**config.mk**
```make
export PLATFORM = sky130hd
export DESIGN_NAME = splitmix64_random_source
export DESIGN_NICKNAME = d
export VERILOG_FILES = /design/src/design/sm64_pkg.sv /design/src/design/sm64_queue.sv /design/src/design/sm64_divider.sv /design/src/design/sm64_engine.sv /design/src/design/splitmix64_random_source.sv
export VERILOG_INCLUDE_DIRS = /design/src /design/src/design
export SDC_FILE = /design/constraint.sdc
export NUM_CORES = 2
export LEC_CHECK = 0
export BUFFER_PORTS_ARGS = -buffer_cell sky130_fd_sc_hd__buf_2
export CAP_MARGIN = 25
export CORE_ASPECT_RATIO = 0.75
export CORE_MARGIN = 2
export CORE_UTILIZATION = 40
export CTS_BUF_LIST = sky130_fd_sc_hd__clkbuf_4
export DETAILED_ROUTE_END_ITERATION = 10
export PLACE_DENSITY_LB_ADDON = 0.08
export SYNTH_ARGS = -nofsm -noshare
export SYNTH_HDL_FRONTEND = slang
export SYNTH_SLANG_ARGS = --single-unit
```
**constraint.sdc**
```tcl
create_clock -name clock -period 13.7 [get_ports clock]
set_input_delay 2.74 -clock clock [delete_from_list [all_inputs] [get_ports clock]]
set_output_delay 2.74 -clock clock [all_outputs]
set_load 0.01 [all_outputs]
```
**src/design/splitmix64_random_source_defines.svh**
```systemverilog
// ----------------------------------------------------------------------------
// SplitMix64 random source assertion macros
// Shared concurrent assertion forms for the design.
// ----------------------------------------------------------------------------
`ifndef SPLITMIX64_RANDOM_SOURCE_DEFINES_SVH
`define SPLITMIX64_RANDOM_SOURCE_DEFINES_SVH

// implication checked every clock, off during reset
`define SM_ASSERT_IMPL(label, clk, rst, ante, cons) \
   label: assert property (@(posedge clk) disable iff (rst) (ante) |-> (cons)) \
      else $error("assertion failed");

// next-cycle implication, off during reset
`define SM_ASSERT_NEXT(label, clk, rst, ante, cons) \
   label: assert property (@(posedge clk) disable iff (rst) (ante) |=> (cons)) \
      else $error("assertion failed");

`endif

```
**src/design/sm64_pkg.sv**
```systemverilog
// ----------------------------------------------------------------------------
// SplitMix64 package
// Command codes, constants and the queue entry type.
// ----------------------------------------------------------------------------
`timescale 1ns / 1ps

package sm64_pkg;

   typedef enum logic [1:0] {
      CMD_RAW   = 2'd0,
      CMD_BOUND = 2'd1,
      CMD_BOOL  = 2'd2,
      CMD_REAL  = 2'd3
   } cmd_type;

   localparam logic [63:0] GOLDEN_STEP = 64'h9e3779b97f4a7c15;
   localparam logic [63:0] MIX_MUL_A   = 64'hbf58476d1ce4e5b9;
   localparam logic [63:0] MIX_MUL_B   = 64'h94d049bb133111eb;

   typedef struct packed {
      cmd_type     cmd;
      logic [63:0] bound;
   } req_type;

endpackage

```
**src/design/sm64_queue.sv**
```systemverilog
// ----------------------------------------------------------------------------
// SplitMix64 request queue
// Two-entry FIFO between the request front and the generator back end.
// ----------------------------------------------------------------------------
`timescale 1ns / 1ps

module sm64_queue (
   input  logic             clock,
   input  logic             reset,
   input  logic             push,
   input  sm64_pkg::req_type push_data,
   output logic             full,
   input  logic             pop,
   output logic             empty,
   output sm64_pkg::req_type pop_data
);

   sm64_pkg::req_type mem_ff [2];
   logic       wr_ptr_ff, rd_ptr_ff;
   logic [1:0] count_ff;

   assign full     = (count_ff == 2'd2);
   assign empty    = (count_ff == 2'd0);
   assign pop_data = mem_ff[rd_ptr_ff];

   always_ff @(posedge clock) begin
      if (push && !full) begin
         mem_ff[wr_ptr_ff] <= push_data;
      end
   end

   always_ff @(posedge clock) begin
      if (reset) begin
         wr_ptr_ff <= 1'b0;
         rd_ptr_ff <= 1'b0;
         count_ff  <= 2'd0;
      end else begin
         if (push && !full) begin
            wr_ptr_ff <= ~wr_ptr_ff;
         end
         if (pop && !empty) begin
            rd_ptr_ff <= ~rd_ptr_ff;
         end
         count_ff <= count_ff + 2'((push && !full) ? 1 : 0) - 2'((pop && !empty) ? 1 : 0);
      end
   end

endmodule

```
**src/design/sm64_divider.sv**
```systemverilog
// ----------------------------------------------------------------------------
// SplitMix64 remainder unit
// Radix-2 restoring remainder, one quotient bit per cycle.
// ----------------------------------------------------------------------------
`timescale 1ns / 1ps

module sm64_divider (
   input  logic        clock,
   input  logic        reset,
   input  logic        start,
   input  logic [63:0] dividend,
   input  logic [63:0] divisor,
   output logic        done,
   output logic [63:0] remainder
);

   logic [63:0] num_ff;
   logic [63:0] div_ff;
   logic [64:0] rem_ff;
   logic [6:0]  cnt_ff;
   logic        busy_ff;
   logic        done_ff;
   logic [64:0] shifted;
   logic [64:0] diff;

   assign shifted   = {rem_ff[63:0], num_ff[63]};
   assign diff      = shifted - {1'b0, div_ff};
   assign done      = done_ff;
   assign remainder = rem_ff[63:0];

   always_ff @(posedge clock) begin
      if (start) begin
         num_ff <= dividend;
         div_ff <= divisor;
         rem_ff <= '0;
      end else if (busy_ff) begin
         num_ff <= {num_ff[62:0], 1'b0};
         rem_ff <= diff[64] ? shifted : diff;
      end
   end

   always_ff @(posedge clock) begin
      if (reset) begin
         busy_ff <= 1'b0;
         done_ff <= 1'b0;
         cnt_ff  <= '0;
      end else begin
         done_ff <= 1'b0;
         if (start) begin
            busy_ff <= 1'b1;
            cnt_ff  <= 7'd0;
         end else if (busy_ff) begin
            cnt_ff <= cnt_ff + 7'd1;
            if (cnt_ff == 7'd63) begin
               busy_ff <= 1'b0;
               done_ff <= 1'b1;
            end
         end
      end
   end

endmodule

```
**src/design/sm64_engine.sv**
```systemverilog
// ----------------------------------------------------------------------------
// SplitMix64 generator back end
// Advances the state, mixes over registered multiply steps, formats results.
// ----------------------------------------------------------------------------
`timescale 1ns / 1ps

module sm64_engine (
   input  logic              clock,
   input  logic              reset,
   input  logic              csr_we,
   input  logic [63:0]       csr_wdata,
   input  logic              q_empty,
   input  sm64_pkg::req_type q_data,
   output logic              q_pop,
   output logic              busy,
   output logic [64:0]       rsp_tdata,
   output logic              rsp_tvalid,
   input  logic              rsp_tready
);

   typedef enum logic [3:0] {
      ST_IDLE, ST_MIX1, ST_MUL1, ST_MIX2, ST_MUL2, ST_FIN, ST_NORM, ST_DIV, ST_OUT
   } state_type;

   state_type         state_ff;
   logic [63:0]       gen_ff;
   logic [63:0]       z_ff;
   sm64_pkg::req_type req_ff;
   logic [63:0]       value_ff;
   logic              flag_ff;
   logic              rsp_valid_ff;
   logic [5:0]        top_ff;
   logic [52:0]       mant_ff;
   logic [1:0]        mstep_ff;
   logic [63:0]       acc_ff;
   logic              div_start;
   logic              div_done;
   logic [63:0]       div_rem;
   logic [63:0]       mul_c;
   logic [31:0]       mul_x;
   logic [31:0]       mul_y;
   logic [63:0]       mul_p;
   logic [63:0]       word_in;
   logic [63:0]       gen_in;

   // low 64 bits of z * c from three 32x32 partial products, one per cycle
   assign mul_c   = (state_ff == ST_MUL1) ? sm64_pkg::MIX_MUL_A : sm64_pkg::MIX_MUL_B;
   assign mul_x   = (mstep_ff == 2'd2) ? z_ff[63:32] : z_ff[31:0];
   assign mul_y   = (mstep_ff == 2'd1) ? mul_c[63:32] : mul_c[31:0];
   assign mul_p   = 64'(mul_x) * 64'(mul_y);
   assign word_in = z_ff ^ (z_ff >> 31);
   assign gen_in  = gen_ff + sm64_pkg::GOLDEN_STEP;
   assign q_pop   = (state_ff == ST_IDLE) && !q_empty && !csr_we && !rsp_valid_ff;
   assign busy    = (state_ff != ST_IDLE) || rsp_valid_ff;
   assign div_start = (state_ff == ST_FIN) && (req_ff.cmd == sm64_pkg::CMD_BOUND)
                      && !req_ff.bound[63] && (req_ff.bound != 64'd0);
   assign rsp_tvalid = rsp_valid_ff;
   assign rsp_tdata  = {flag_ff, value_ff};

   sm64_divider u_div (
      .clock     (clock),
      .reset     (reset),
      .start     (div_start),
      .dividend  ({1'b0, word_in[63:1]}),
      .divisor   (req_ff.bound),
      .done      (div_done),
      .remainder (div_rem)
   );

   always_ff @(posedge clock) begin
      if (reset) begin
         state_ff     <= ST_IDLE;
         gen_ff       <= 64'd1;
         rsp_valid_ff <= 1'b0;
         mstep_ff     <= 2'd0;
      end else begin
         if (rsp_valid_ff && rsp_tready) begin
            rsp_valid_ff <= 1'b0;
         end
         if (csr_we) begin
            gen_ff <= (csr_wdata == 64'd0) ? 64'd1 : csr_wdata;
         end
         case (state_ff)
            ST_IDLE: begin
               if (q_pop) begin
                  req_ff   <= q_data;
                  gen_ff   <= gen_in;
                  z_ff     <= gen_in;
                  mstep_ff <= 2'd0;
                  state_ff <= ST_MIX1;
               end
            end
            ST_MIX1: begin
               z_ff     <= z_ff ^ (z_ff >> 30);
               state_ff <= ST_MUL1;
            end
            ST_MIX2: begin
               z_ff     <= z_ff ^ (z_ff >> 27);
               state_ff <= ST_MUL2;
            end
            ST_MUL1, ST_MUL2: begin
               case (mstep_ff)
                  2'd0: begin
                     acc_ff   <= mul_p;
                     mstep_ff <= 2'd1;
                  end
                  2'd1: begin
                     acc_ff[63:32] <= acc_ff[63:32] + mul_p[31:0];
                     mstep_ff      <= 2'd2;
                  end
                  default: begin
                     z_ff     <= {acc_ff[63:32] + mul_p[31:0], acc_ff[31:0]};
                     mstep_ff <= 2'd0;
                     state_ff <= (state_ff == ST_MUL1) ? ST_MIX2 : ST_FIN;
                  end
               endcase
            end
            ST_FIN: begin
               state_ff <= ST_OUT;
               value_ff <= word_in;
               flag_ff  <= 1'b0;
               case (req_ff.cmd)
                  sm64_pkg::CMD_RAW: ;
                  sm64_pkg::CMD_BOUND: begin
                     if (div_start) begin
                        state_ff <= ST_DIV;
                     end
                  end
                  sm64_pkg::CMD_BOOL: begin
                     value_ff <= 64'd0;
                     flag_ff  <= ~(z_ff[0] ^ z_ff[31]);
                  end
                  sm64_pkg::CMD_REAL: begin
                     mant_ff  <= 53'(word_in >> 11);
                     top_ff   <= 6'd52;
                     state_ff <= ST_NORM;
                  end
                  default: ;
               endcase
            end
            ST_NORM: begin
               if (mant_ff == 53'd0) begin
                  value_ff <= 64'd0;
                  state_ff <= ST_OUT;
               end else if (mant_ff[52]) begin
                  value_ff <= {1'b0, 11'(top_ff) + 11'd970, mant_ff[51:0]};
                  state_ff <= ST_OUT;
               end else if (mant_ff[52:45] == 8'd0) begin
                  mant_ff <= mant_ff << 8;
                  top_ff  <= top_ff - 6'd8;
               end else begin
                  mant_ff <= mant_ff << 1;
                  top_ff  <= top_ff - 6'd1;
               end
            end
            ST_DIV: begin
               if (div_done) begin
                  value_ff <= div_rem;
                  state_ff <= ST_OUT;
               end
            end
            ST_OUT: begin
               if (!rsp_valid_ff || rsp_tready) begin
                  rsp_valid_ff <= 1'b1;
                  state_ff     <= ST_IDLE;
               end
            end
            default: state_ff <= ST_IDLE;
         endcase
      end
   end

endmodule

```
**src/design/splitmix64_random_source.sv**
```systemverilog
// ----------------------------------------------------------------------------
// SplitMix64 random source
// channel   dir  payload
// req       in   tdata {bound, command}, 66 bits padded to 72
// rsp       out  tdata {flag, value}, 65 bits padded to 72
// csr       in   seed write, 64 bits
// Raw and boolean items pass the mix and multiply states to the response;
// each mix multiply forms three 32x32 partial products, one per cycle.
// Real items also pass the normalize shift loop and bounded items the 64-step
// remainder unit. Reset is synchronous and sets the state to one.
// A two-entry request queue decouples the front from the generator; a held
// result keeps the back end from taking the next request.
// ----------------------------------------------------------------------------
`timescale 1ns / 1ps
`include "splitmix64_random_source_defines.svh"

module splitmix64_random_source (
   input  logic        clock,
   input  logic        reset,
   input  logic        req_tvalid,
   output logic        req_tready,
   input  logic [71:0] req_tdata,  // [1:0] command, [65:2] bound
   output logic        rsp_tvalid,
   input  logic        rsp_tready,
   output logic [71:0] rsp_tdata,  // [63:0] value, [64] flag
   input  logic        csr_we,
   input  logic [63:0] csr_wdata
);

   sm64_pkg::req_type push_data;
   sm64_pkg::req_type q_data;
   logic              q_full, q_empty, q_pop, busy;
   logic [64:0]       rsp_bits;

   assign push_data.cmd   = sm64_pkg::cmd_type'(req_tdata[1:0]);
   assign push_data.bound = req_tdata[65:2];
   assign req_tready      = !q_full;
   assign rsp_tdata       = {7'd0, rsp_bits};

   sm64_queue u_queue (
      .clock     (clock),
      .reset     (reset),
      .push      (req_tvalid),
      .push_data (push_data),
      .full      (q_full),
      .pop       (q_pop),
      .empty     (q_empty),
      .pop_data  (q_data)
   );

   sm64_engine u_engine (
      .clock      (clock),
      .reset      (reset),
      .csr_we     (csr_we),
      .csr_wdata  (csr_wdata),
      .q_empty    (q_empty),
      .q_data     (q_data),
      .q_pop      (q_pop),
      .busy       (busy),
      .rsp_tdata  (rsp_bits),
      .rsp_tvalid (rsp_tvalid),
      .rsp_tready (rsp_tready)
   );

   `SM_ASSERT_NEXT(a_rsp_hold, clock, reset, rsp_tvalid && !rsp_tready, rsp_tvalid && $stable(rsp_tdata))
   `SM_ASSERT_IMPL(a_flag_zero_val, clock, reset, rsp_tvalid && rsp_tdata[64], rsp_tdata[63:0] == 64'd0)
   `SM_ASSERT_IMPL(a_pop_busy, clock, reset, q_pop, !q_empty)
   `SM_ASSERT_IMPL(a_csr_idle, clock, reset, csr_we, !busy && q_empty)

endmodule

```
* Word level (Yosys, flattened, before mapping)
Memories as Yosys holds them, arrays and structs flattened. A register that Yosys moved wholly into a read port is not among the register bits.
Index checks and enable logic that the tools add are counted.
Widths: inputs -> output; s select.
** Word-level totals
- Memories kept :: 1
- Memory bits (writable) :: 132
- Input bits :: 141
- Flip-flop bits (word level) :: 528
- Logic and storage cells :: 160
** Memories
- u_queue.mem_ff :: depth 2, bits a word 66, read ports 1, clocked after Yosys merged registers in 1, wr ports 1, RTL line sm64_queue.sv:18 : sm64_pkg::req_type mem_ff [2];
** Cells by class
- Reductions and logical operators :: 42
- Equality and inequality tests :: 23
- Bitwise operators :: 9
- Add/subtract/negate cells :: 9
- $mul :: 1
- Multiplexer cells :: 53
** Operators with widths (count)
- $mux 64 :: 11
- $pmux 64 s4 :: 1
- $mux 53 :: 4
- $pmux 64 s3 :: 1
- $mux 63 :: 2
- $pmux 53 s2 :: 1
- $sub 65x64->65 :: 1
- $add 64x64->64 const B :: 1
- $logic_not 64->1 :: 1
- $mul 32x32->64 :: 1
- $mux 32 :: 2
- $pmux 32 s2 :: 1
- $reduce_bool 64->1 :: 1
- $xor 64x33->64 :: 1
- $xor 64x34->64 :: 1
- $xor 64x37->64 :: 1
- $mux 62 :: 1
- $logic_not 53->1 :: 1
- $add 32x32->32 :: 1
- $pmux 4 s8 :: 1
- $mux 4 :: 7
- $mux 6 :: 4
- $eq 4x3->1 const B :: 4
- $ne 2x2->1 const B :: 6
- 37 further kinds :: 81

* Depth between registers and ports, before layout
- Word-level depth :: 8
- Gate-level depth with buffers :: 42
- Mapped depth without buffers :: 39

* Hierarchy
A second synthesis with hierarchy kept.
** Second synthesis, totals
- Cell total of the unflattened synthesis :: 6587
- Area, all modules :: 67723.7 sq um
** By module, submodules not included
- sm64_engine :: area an instance 50727.4 sq um, cells an instance 5112, instances 1
- sm64_divider :: area an instance 11931.4 sq um, cells an instance 1234, instances 1
- sm64_queue :: area an instance 5004.8 sq um, cells an instance 232, instances 1
- splitmix64_random_source :: area an instance 60.1 sq um, cells an instance 9, instances 1

* Least setup slack after synthesis
OpenSTA, ideal clock, no wires.
- Path kind :: input port to flip-flop
- From :: in reset
- To :: reg u_engine.value_ff[0] (enable)
- Data arrival time :: 9742 ps
- Required time :: 13034 ps
- Cell stages on the path :: 3
- Slack :: 3292 ps
- Path through :: clkbuf_1 clkbuf_1 nor4b_1
** Between the ends
- Word-level cells in the longest chain between the ends :: 2
** RTL lines
- start, declared :: RTL line splitmix64_random_source.sv:19 : input logic reset,
- $not 1->1 (no source line)
- $reduce_and 4->1 (no source line)
- end signal, assigned :: RTL line sm64_engine.sv:120 : value_ff <= word_in;
- end signal, assigned :: RTL line sm64_engine.sv:146 : value_ff <= {1'b0, 11'(top_ff) + 11'd970, mant_ff[51:0]};
- end signal, assigned :: RTL line sm64_engine.sv:158 : value_ff <= div_rem;
- end, declared :: RTL line sm64_engine.sv:29 : logic [63:0] value_ff;
No other way between the ends.
A chain may end at the register's enable or synchronous reset.

* Worst setup path after layout
- From :: reg u_engine.state_ff[1]
- To :: reg u_engine.z_ff[63], data pin
** Between the ends
- Word-level cells in the longest chain between the ends :: 7
- Elaborated cells between the ends (all ways) :: 12
- Classes of those cells :: add/sub (1); mul (1); eq/ne (4); mux (4); reduce/logical (2)
** RTL lines
- start, declared :: RTL line sm64_engine.sv:25 : state_type state_ff;
- start signal, assigned :: RTL line sm64_engine.sv:114 : state_ff <= (state_ff == ST_MUL1) ? ST_MIX2 : ST_FIN;
- $eq 4x2->1 :: RTL line sm64_engine.sv:47 : assign mul_c = (state_ff == ST_MUL1) ? sm64_pkg::MIX_MUL_A : sm64_pkg::MIX_MUL_B;
- $mux 62 :: RTL line sm64_engine.sv:47
- $mux 32 :: RTL line sm64_engine.sv:49 : assign mul_y = (mstep_ff == 2'd1) ? mul_c[63:32] : mul_c[31:0];
- $mul 32x32->64 :: RTL line sm64_engine.sv:50 : assign mul_p = 64'(mul_x) * 64'(mul_y);
- via u_engine.mul_p[21] :: RTL line sm64_engine.sv:42 : logic [63:0] mul_p;
- $add 32x32->32 :: RTL line sm64_engine.sv:112 : z_ff <= {acc_ff[63:32] + mul_p[31:0], acc_ff[31:0]};
- $mux 64 :: RTL line sm64_engine.sv:102 : case (mstep_ff)
- $pmux 64 s4 :: RTL line sm64_engine.sv:83 : case (state_ff)
- end signal, assigned :: RTL line sm64_engine.sv:88 : z_ff <= gen_in;
- end signal, assigned :: RTL line sm64_engine.sv:94 : z_ff <= z_ff ^ (z_ff >> 30);
- end signal, assigned :: RTL line sm64_engine.sv:112
- end, declared :: RTL line sm64_engine.sv:27 : logic [63:0] z_ff;
The timed path passes the listed nets, and every way through them passes these cells. The select of a mux whose other input is x is not followed.

==> impl_metrics.prom <==
# TYPE chip_impl_metric gauge
chip_impl_metric{name="via_count_of_the_first_global_routing_pass",unit=""} 51684
chip_impl_metric{name="synthXorXnorAreaFrac",unit="%"} 3.22
chip_impl_metric{name="number_of_enable_type_register_cells_in_the_synthesized_netlist",unit=""} 577
chip_impl_metric{name="hold_viol_final",unit=""} 0
chip_impl_metric{name="cap_viol_max_count",unit=""} 0
chip_impl_metric{name="use_met3",unit="%"} 10.7
chip_impl_metric{name="worst_slew_pin_slew",unit="ns"} 1.10
chip_impl_metric{name="detail-route-antenna-nets",unit=""} 0
chip_impl_metric{name="skew",unit="ns"} 0.0626
chip_impl_metric{name="die_x",unit="um"} 479
chip_impl_metric{name="cts_hold_buffers",unit=""} 0
chip_impl_metric{name="r2r.worst_path.cells",unit=""} 34
chip_impl_metric{name="final_min_period_over_clock_period",unit="%"} 88.8
chip_impl_metric{name="area_growth",unit="%"} 9.07
chip_impl_metric{name="place.gp.congestion",unit=""} 0.975
chip_impl_metric{name="vias",unit=""} 52866
chip_impl_metric{name="post_cts_resize_count",unit=""} 0
chip_impl_info{name="critical_path_cell_with_the_highest_stage_delay",value="sky130_fd_sc_hd__nor2_2"} 1
chip_impl_metric{name="port_buffers",unit=""} 201
chip_impl_metric{name="postCtsSetupRepairBufs",unit=""} 0
chip_impl_metric{name="initial_utilization",unit="%"} 40.3
chip_impl_info{name="result_of_the_run",value="finished clean"} 1
chip_impl_metric{name="slew_violations",unit=""} 0
chip_impl_metric{name="wire_length_of_the_first_global_routing_pass",unit="um"} 377000
chip_impl_metric{name="max_slew_margin",unit="%"} 26.6
chip_impl_metric{name="holdPathStages",unit=""} 0
chip_impl_metric{name="drt-wirelength-per-cell",unit="um"} 28.4
chip_impl_metric{name="die_area",unit="mm^2"} 0.172
chip_impl_metric{name="groute.layer.met1.usage",unit="%"} 49.0
chip_impl_metric{name="htree_levels",unit=""} 4
chip_impl_metric{name="globalRouteTotalUtil",unit="%"} 30.2
chip_impl_info{name="critical_path_class",value="flop to flop"} 1
chip_impl_metric{name="grt_max_degree",unit=""} 97
chip_impl_info{name="clockRootBuffer",value="sky130_fd_sc_hd__clkbuf_4"} 1
chip_impl_metric{name="post_drt_via_cell_ratio",unit=""} 5.73
chip_impl_metric{name="n_fill_cell",unit=""} 16420
chip_impl_metric{name="final.setup.tns",unit="ns"} 0
chip_impl_metric{name="drc_errors",unit=""} 0
chip_impl_metric{name="cts.path.max_buffers",unit=""} 3
chip_impl_metric{name="syn_inst",unit=""} 6676
chip_impl_metric{name="dr.pass1.iters",unit=""} 6
chip_impl_info{name="critPathLaunchType",value="flop"} 1
chip_impl_metric{name="floorplan.io_pins",unit=""} 215
chip_impl_info{name="synth_top_cell_by_area",value="sky130_fd_sc_hd__edfxtp_1"} 1
chip_impl_metric{name="number_of_drc_markers_in_iteration_0",unit=""} 6416
chip_impl_info{name="cp_common_cell",value="sky130_fd_sc_hd__fa_1"} 1
chip_impl_metric{name="final_net_count",unit=""} 8235
chip_impl_metric{name="yosys-mux-area-fraction",unit="%"} 3.40
chip_impl_info{name="synth.top_cells.by_area",value="sky130_fd_sc_hd__edfxtp_1, sky130_fd_sc_hd__fa_1, sky130_fd_sc_hd__ha_1"} 1
chip_impl_metric{name="synth.distinct_cells",unit=""} 94
chip_impl_metric{name="detailed_place_hpwl",unit="um"} 213000
chip_impl_info{name="critPathTopFamily",value="adder cells"} 1
chip_impl_metric{name="ys_seq_elements",unit=""} 726
chip_impl_info{name="synth_top_flop_cell",value="sky130_fd_sc_hd__edfxtp_1"} 1
chip_impl_metric{name="cts_sinks",unit=""} 726
chip_impl_info{name="rsz_0062_raised_after_global_routing",value="false"} 1
chip_impl_info{name="cts_tree",value="yes"} 1
chip_impl_info{name="main_combinational_cell_family_by_area_after_synthesis",value="adder cells"} 1
chip_impl_metric{name="timing.critical_path.buf_inv",unit=""} 3
chip_impl_metric{name="synth.cell_area",unit="mm^2"} 0.0676
chip_impl_metric{name="clock_latency_on_the_worst_skew_pair",unit="ns"} 1.11
chip_impl_metric{name="clock.fmax",unit="MHz"} 82.2
chip_impl_metric{name="synthAdderAreaFrac",unit="%"} 32.4
chip_impl_metric{name="num_rows",unit=""} 130
chip_impl_metric{name="period_needed",unit="ns"} 12.16
chip_impl_metric{name="yosys_warning_count",unit=""} 0
chip_impl_metric{name="simple_logic_cell_fraction_of_the_synthesized_area",unit="%"} 9.84
chip_impl_info{name="netlist_top_cells_count",value="sky130_fd_sc_hd__inv_1, sky130_fd_sc_hd__fa_1, sky130_fd_sc_hd__edfxtp_1, sky130_fd_sc_hd__nor2_1, sky130_fd_sc_hd__ha_1"} 1
chip_impl_metric{name="tritoncts.num_buffers",unit=""} 180
chip_impl_metric{name="drt_wl_total",unit="um"} 262000
chip_impl_info{name="hold_removal_path_class",value="flop to flop"} 1
chip_impl_metric{name="synth_compound_area_share",unit="%"} 13.0
chip_impl_metric{name="grt_overflow_total",unit=""} 0
chip_impl_metric{name="final_layout_size_suffix_gt1_share",unit="%"} 11.9
chip_impl_metric{name="critical_path.max_fanout",unit=""} 28
chip_impl_metric{name="syn_avg_cell_area",unit="um^2"} 10.1
chip_impl_metric{name="crit_arrival",unit="ns"} 13.09
chip_impl_info{name="grt_busiest_layer",value="met1"} 1
chip_impl_metric{name="synthArstFlopShare",unit="%"} 0
chip_impl_metric{name="initial_antenna_violation_count",unit=""} 23
chip_impl_metric{name="coreArea",unit="mm^2"} 0.168
chip_impl_metric{name="critical_path_cell_count",unit=""} 34
chip_impl_metric{name="cpPeakStageDelay",unit="ns"} 0.79
chip_impl_info{name="setup.worst_path.end_class",value="flop"} 1
chip_impl_metric{name="finalSetupViolCount",unit=""} 0
chip_impl_metric{name="critPathRequiredTime",unit="ns"} 14.63
chip_impl_info{name="synth.most_common_cell",value="sky130_fd_sc_hd__inv_1"} 1
chip_impl_metric{name="synth_largest_type_area_fraction",unit="%"} 25.6
chip_impl_metric{name="die_height",unit="um"} 360
chip_impl_metric{name="clkSlewWorstSetupHoldPaths",unit="ns"} 0.07
chip_impl_metric{name="groute.layer.met2.usage",unit="%"} 37.3
chip_impl_metric{name="synth_seq_area_share",unit="%"} 30.1
## sequential cells by signal, indices dropped and copies added (netlist names), 2 cells and up
name,count
u_engine.mstep_ff,2
u_engine.u_div.div_ff,64
u_engine.u_div.cnt_ff,7
u_engine.u_div.rem_ff,64
u_engine.state_ff,4
u_queue.count_ff,2
u_engine.value_ff,64
u_engine.req_ff,66
u_queue.mem_ff,132
u_engine.gen_ff,64
u_engine.u_div.num_ff,64
u_engine.z_ff,64
u_engine.acc_ff,64
u_engine.mant_ff,53
u_engine.top_ff,6
## metal layers
metal  vias to the layer above  part of all wire [%]
met5                         -                0.0080
met4                         4                   1.8
met3                       260                    13
met2                      2700                    37
met1                     26721                    49
li1                      23181                     -
## final cells by class
cell class | instances | area, um^2 | share of cell area [%]
inverters | 1088 | 4080 | 5.54
clock inverters | 32 | 288 | 0.391
diodes | 5 | 12.5 | 0.0170
flip-flops and latches | 726 | 20300 | 27.6
well taps | 2244 | 2810 | 3.81
repair buffers | 319 | 1960 | 2.67
multi-input cells | 4520 | 42000 | 57.0
clock buffers | 298 | 2240 | 3.04
## cells in the final DEF, fill, tap and decap left out, drive strengths merged, types with 39 or more instances in the layout
cell type / instances
inv: 1082
fa: 819
edfxtp: 577
nor2: 553
ha: 440
nand2: 433
a21oi: 323
buf: 318
clkbuf: 299
o21ai: 274
xnor2: 176
dfxtp: 149
mux2: 122
nor3: 122
mux2i: 92
a21o: 91
a22oi: 83
o22ai: 81
a211oi: 81
nand4: 79
xor2: 70
nor4: 58
nand3: 41
o21bai: 39
## worst register-to-register path: cells and delay by family, from the launching register on
kind            cells  cell delay, ns
simple gates        9            3.38
compound gates     10            2.66
xor+xnor            2            0.81
flops               1            0.50
fa+ha+maj          10            4.51
buf+inv             3            0.16
## cells by family (layout without fill, tap and decap cells)
family,Yosys count,after routing
XOR/XNOR,247,247
AO/OA/AOI/OAI,1317,1317
other,2,14
multiplexers,214,214
adder cells (fa/ha/maj),1259,1259
flip-flops,726,726
buffers and inverters,1437,1737
AND/OR/NAND/NOR,1474,1474
## metrics by stage
step                      hold slack, ns  instance area [um^2]  setup WS (ns)  util [%]  instances
after floorplan                    0.427                 67600           3.29         -       6683
after global routing               0.446                 73700           1.35      44.0       9231
after CTS                          0.433                 73600           1.90      43.9       9224
after detailed placement           0.434                 71100           1.89      42.4       8894
final                              0.447                 73700           1.54      44.0       9232
after global placement             0.433                 71100           1.86      42.4       8894
## final timing paths
check                                          start                   endpoint  slack [ns]
worst max-delay path            u_engine.state_ff[1]          u_engine.z_ff[63]        1.54
worst max register to register  u_engine.state_ff[1]          u_engine.z_ff[63]        1.54
worst min-delay path             u_engine.req_ff[54]  u_engine.u_div.div_ff[54]        0.45
worst min register to register   u_engine.req_ff[54]  u_engine.u_div.div_ff[54]        0.45
Power is left out: the tool's default activity adds up to more than one toggle a clock period on the data nets, which glitch-free logic cannot reach.
